File: config.mk
export PLATFORM = sky130hd
export DESIGN_NAME = fprb_ctrl
export DESIGN_NICKNAME = d
export VERILOG_FILES = /design/src/rtl/fprb_pkg.sv /design/src/rtl/fprb_ctrl.sv
export SDC_FILE = /design/constraint.sdc
export NUM_CORES = 1
export LEC_CHECK = 0
export ABC_AREA = 1
export BUFFER_PORTS_ARGS = -buffer_cell sky130_fd_sc_hd__buf_2
export CAP_MARGIN = 20
export CORE_AREA = 2 2 39 41
export CTS_CLUSTER_SIZE = 20
export DETAILED_ROUTE_END_ITERATION = 8
export DIE_AREA = 0 0 41 43
export PLACE_DENSITY_LB_ADDON = 0.25
export SLEW_MARGIN = 20
export SYNTH_ARGS = -nofsm -noshare
export SYNTH_HDL_FRONTEND = slang
export SYNTH_SLANG_ARGS = --single-unit
File: constraint.sdc
create_clock -name clk -period 0.9 [get_ports clk]
set_input_delay 0.18 -clock clk [delete_from_list [all_inputs] [get_ports clk]]
set_output_delay 0.18 -clock clk [all_outputs]
set_load 0.01 [all_outputs]
File: src/rtl/fprb_pkg.sv
// Package for the framed packet ring buffer: request and result types, status codes,
// register indexes, reset values and controller types. No dependencies.
package fprb_pkg;

    // One request: push or pop.
    typedef struct packed {
        logic       operation;
        logic [7:0] data_byte;
    } in_item_t;

    // One result.
    typedef struct packed {
        logic [7:0]  out_byte;
        logic        out_valid;
        logic        last_of_packet;
        logic [2:0]  status;
        logic [31:0] packets_written;
        logic [31:0] packets_read;
    } out_item_t;

    // Operation codes.
    localparam logic OP_PUSH = 1'b0;
    localparam logic OP_POP  = 1'b1;

    // Status codes.
    localparam logic [2:0] ST_OK        = 3'd0;
    localparam logic [2:0] ST_BAD_MAGIC = 3'd1;
    localparam logic [2:0] ST_BAD_LEN   = 3'd2;
    localparam logic [2:0] ST_DROPPED   = 3'd3;
    localparam logic [2:0] ST_EMPTY     = 3'd4;

    // Configuration register indexes.
    localparam int          CFG_INDEX_W   = 2;
    localparam logic [1:0]  CFG_MAGIC     = 2'd0;
    localparam logic [1:0]  CFG_MIN_LEN   = 2'd1;
    localparam logic [1:0]  CFG_MAX_LEN   = 2'd2;
    localparam logic [1:0]  CFG_FREE_THR  = 2'd3;

    // Register reset values.
    localparam logic [15:0] MAGIC_RESET    = 16'h3776;
    localparam logic [15:0] MIN_LEN_RESET  = 16'd60;
    localparam logic [15:0] MAX_LEN_RESET  = 16'd9014;
    localparam logic [15:0] FREE_THR_RESET = 16'd18028;

    // Header handling.
    localparam logic [2:0]  HDR_FULL       = 3'd3;
    localparam logic [2:0]  PHASE_LEN_HI   = 3'd2;
    localparam logic [2:0]  PHASE_LEN_LO   = 3'd3;
    localparam logic [2:0]  PHASE_PAYLOAD  = 3'd4;
    localparam logic [16:0] HDR_SLACK      = 17'd7;

    // Controller states.
    typedef enum logic [1:0] {
        S_IDLE,
        S_PUSH,
        S_HDR,
        S_POP
    } fsm_state_t;

    // Commands from controller to datapath.
    typedef struct packed {
        logic capture;
        logic rd_issue;
        logic push_eval;
        logic pop_eval;
        logic hdr_write;
    } dp_cmd_t;

    // Status from datapath to controller.
    typedef struct packed {
        logic hdr_accept;
        logic hdr_last;
    } dp_stat_t;

endpackage

File: src/rtl/fprb_ctrl.sv
// Controller state machine of the framed packet ring buffer.
// Depends on fprb_pkg for the state type and the command and status structs.
module fprb_ctrl (
    input  logic              clk,
    input  logic              rst_n,
    input  logic              start,
    input  logic              start_op,
    input  fprb_pkg::dp_stat_t stat,
    output fprb_pkg::dp_cmd_t  cmd,
    output logic              busy
);
    import fprb_pkg::*;

    fsm_state_t state_reg, state_next;

    // State register.
    always_ff @(posedge clk or negedge rst_n)
    begin
        if (!rst_n)
        begin
            state_reg <= S_IDLE;
        end
        else
        begin
            state_reg <= state_next;
        end
    end

    // Next state.
    always_comb
    begin
        state_next = state_reg;
        unique case (state_reg)
            S_IDLE:
            begin
                if (start)
                begin
                    state_next = (start_op == OP_POP) ? S_POP : S_PUSH;
                end
            end
            S_PUSH:
            begin
                state_next = stat.hdr_accept ? S_HDR : S_IDLE;
            end
            S_HDR:
            begin
                if (stat.hdr_last)
                begin
                    state_next = S_IDLE;
                end
            end
            S_POP:
            begin
                state_next = S_IDLE;
            end
            default:
            begin
                state_next = S_IDLE;
            end
        endcase
    end

    // Commands to the datapath.
    always_comb
    begin
        cmd      = '0;
        busy     = 1'b1;
        unique case (state_reg)
            S_IDLE:
            begin
                busy         = 1'b0;
                cmd.capture  = start;
                cmd.rd_issue = start && (start_op == OP_POP);
            end
            S_PUSH:
            begin
                cmd.push_eval = 1'b1;
            end
            S_HDR:
            begin
                cmd.hdr_write = 1'b1;
            end
            S_POP:
            begin
                cmd.pop_eval = 1'b1;
            end
            default:
            begin
                busy = 1'b1;
            end
        endcase
    end

endmodule

### After elaboration in Yosys (flattened, before gate mapping)

Index checks and enable logic that the tools add are counted.

| cells by class | value |
|---|---|
| muxes and demuxes | 10 |
| add/subtract/negate cells | 0 |
| eq/ne operators | 5 |
| $lt $le $gt $ge | 0 |
| divide/modulo/power cells | 0 |
| bitwise logic cells | 0 |
| shifts and indexed selects | 0 |
| reductions and logical operators | 3 |
| $mul | 0 |

Operators by type and width:

| kind | number |
|---|---|
| $mux 2 | 5 |
| $pmux 2 s4 | 1 |
| $eq 2x2->1 const B | 2 |
| $mux 1 | 4 |
| $ne 2x2->1 const B | 2 |
| $eq 2x1->1 const B | 1 |
| $logic_not 2->1 | 1 |
| $reduce_and 2->1 | 1 |
| $logic_and 1x1->1 | 1 |

| word-level totals | value |
|---|---|
| bits in read-only memories | 0 |
| latch bits | 0 |
| output and inout bits | 6 |
| memory bits (writable) | 0 |
| bits in registers | 2 |
| word-level logic and storage cells | 19 |
| bits of input ports | 6 |
| memories kept | 0 |

### Longest topological paths before layout

| logic depth | value |
|---|---|
| word-level depth | 3 |
| mapped depth | 5 |
| depth with buffers taken out | 5 |

### Worst setup path before layout

Ideal clock, no wire load.

| timing path | value |
|---|---|
| path type | reg-to-output |
| from | register state_reg[0] |
| to | output port cmd[3] (netlist bit) |
| required time | 0.720 ns |
| cell stages (with the launch flop) | 4 |
| slack | -0.112 ns |
| buffers on the path | 0 |
| arrival | 0.832 ns |
| cells stage by stage | dfrtp_1 > nor2_2 > inv_1 > nor2_1 |

RTL lines:

| element | RTL line | text |
|---|---|---|
| start, declared | fprb_ctrl.sv:14 | `fsm_state_t state_reg, state_next;` |
| start signal, assigned | fprb_ctrl.sv:25 | `state_reg <= state_next;` |
| end, declared | fprb_ctrl.sv:9 | `output fprb_pkg::dp_cmd_t cmd,` |

==> flow_summary.yaml <==
global_route:
  grt_pass1_wl_um: 779
  globalRouteTotalUtil_pct: 7.623
  grt_max_degree: 5
  antenna_found_initial: 0
  grt_remaining_overflow: 0
  grt_pass1_vias: 205
clock_network:
  cts-buffers-inserted: 3
  cts_tree: "yes"
  cts.clk_slew.worst_paths_ns: 0.03
  numClockSinks: 2
  clk_latency_ns: 0.23
  clockBufferDepth: 2
  h-tree-depth: 1
  root_buffer: "clkbuf_4"
synth:
  yosysWarningCount: 0
  ys_seq_area_share_pct: 37.04
  syn_avg_cell_area_um2: 5.875
  yosysTopAreaCellShare_pct: 37.04
  netlist_top_cells_area: "dfrtp_1 37%, nand2_1 22%, inv_1 17%"
  ys_types: 6
  synth_area_leader_cell: "dfrtp_1"
  syn_nets: 29
  ys_ff_latch: 2
  netlist_area_um2: 135.1
  synth_cells: 23
pwr:
  power.density_nw_per_um2: 2975
  p_comb_share_pct: 60.1
  ir_drop_mv: 0.8336
  power_frac_clock_pct: 23.2
  p_int_mw: 0.5319
  swShare_pct: 40.71
  p_sw_mw: 0.3652
  total_leakage_power_nw: 0.1771
  p_seq_share_pct: 16.7
timing:
  skew_ns: 0.001347
  timing.setup.tns_ns: -1.615
  hold_violations: 0
  slew_viol_final: 0
  max_clock_freq_ghz: 0.8273
  fin_crit_sh_pct: 134.3
  setup_slack_ns: -0.3088
  tightest_slew_ns: 0.1279
  rsz0062_at_grt: "yes"
  fin_crit_ns: 1.209
  report.final.setup_viol: 7
  relSlewSlack_pct: 91.46
setup_path:
  crit_type: "flop to output pin"
  worstRegToRegCells: 5
  rr_startpoint: "state_reg[0]$_DFFE_PN0P_"
  timing.rr.end: "state_reg[1]$_DFFE_PN0P_"
  crit_fanout: 4
  crit_arrival_ns: 1.03
  start_kind: "flop"
  end_kind: "output pin"
  critPathRequiredTime_ns: 0.72
  r2r_slack_ns: -0.01
hold_path:
  worstHoldStart: "stat[0]"
  whs_path_depth: 4
  min_path_type: "input port to flop"
  hold_end: "state_reg[1]$_DFFE_PN0P_"
status:
  violations: "setup timing"
  status: "complete, but fails checks"
place:
  gp_congestion: 0.5788
  place_hpwl_um: 302.8
  portBuffers: 11
  place_inst: 53
cells_and_area:
  drive_above_1_share_pct: 60.98
  area_delta_synth_final_pct: 123.1
  layout_commonest_cell: "buf_2"
  finish.utilization_pct: 21.79
  antenna_cells: 0
  largest_register_ffs: 2
  fill_cells: 153
  layout_common_cells: "9 x buf_2, 6 x nand2_1, 4 x inv_1"
  stdcell_count: 57
  nets: 49
routing:
  ant_nets: 0
  routed_wirelength_um: 412
  drc: 0
  post_drt_wl_per_cell_um: 7.228
  vias: 185
  avgViaCountPerCell: 3.246
  drt_pass1_iterations: 2
  drt_iter0_markers: 1
die:
  io_pins: 12
  die_w_um: 41
  rows: 14
  dieArea_um2: 1763
  coreArea_um2: 1384
  fp.dieH_um: 43
  start_util_pct: 9.765
flow_run:
  maxCapViolCount: 0
[cells by family after synthesis]
kind of cell	after synthesis	share of synthesized area, %
buffers and inverters	6	16.67
DFF	2	37.04
and+or+nand+nor	15	46.29
[worst max-delay path: stages (launching register included)]
cell	delay, ns
dfrtp_1	0.37
nor2_2	0.15
inv_2	0.08
nor2_2	0.07
buf_2	0.12
[area by class of cell]
class	instances	area, um^2	area share, %
repair buffers	15	103.9	34.44
multi-input cells	15	82.58	27.39
flip-flops and latches	2	50.05	16.60
clock buffers	3	22.52	7.469
inverters	6	22.52	7.469
well taps	16	20.02	6.639
[how the worst max path moves through the flow]
stage	from	cells after the start	slack, ns	end
finish	state_reg[0]$_DFFE_PN0P_	4	-0.31	cmd[4]
global route	state_reg[0]$_DFFE_PN0P_	4	-0.36	cmd[4]
CTS	state_reg[0]$_DFFE_PN0P_	4	-0.32	cmd[4]
detailed placement	state_reg[1]$_DFFE_PN0P_	4	-0.09	cmd[3]
global placement	state_reg[1]$_DFFE_PN0P_	4	-0.07	cmd[3]
floorplan	state_reg[0]$_DFFE_PN0P_	3	-0.04	cmd[4]
[routing by layer]
layer	part of all wire [%]	global-route usage, %	wire, um
met1	43	7.372	179
met2	49	8.750	200
met3	7.8	3.665	32
met4	0	12.00	0
met5	0	0	0
[through the flow]
stage | hold slack [ns] | worst slack (ns) | area [um^2] | total power [mW]
6_report | 0.1958 | -0.3088 | 301.5 | 0.8971
5_1_grt | 0.2047 | -0.3644 | 301.5 | 0.9888
4_1_cts | 0.2036 | -0.3169 | 310.3 | 0.9585
3_5_place_dp | -0.03154 | -0.08844 | 242.7 | 0.5990
3_3_place_gp | -0.03259 | -0.06648 | 242.7 | 0.6002
2_1_floorplan | -0.1156 | -0.03937 | 145.1 | 0.3912
[power by group through the flow]
| stage | clock (mW) | combinational, mW | sequential [mW] |
|---|---|---|---|
| after floorplan | 0 | 0.229 | 0.162 |
| after global placement | 0 | 0.453 | 0.147 |
| after detailed placement | 0 | 0.451 | 0.148 |
| after CTS | 0.215 | 0.593 | 0.151 |
| after global routing | 0.230 | 0.604 | 0.154 |
| final | 0.208 | 0.539 | 0.150 |
[repair_timing]
item	4_1_cts	5_1_grt
endpoints found under the setup margin	7	7
pin swaps	4	2
hold endpoints to repair	2	0
gates resized for setup	7	1
hold buffers	1	0
buffers inserted	20	1
[Yosys cell counts]
cell type / number
nand3_1: 1
dfrtp_1: 2
nor2_2: 2
nand2_1: 8
inv_1: 6
nor2_1: 4
Power figures use the tool's default switching activity.
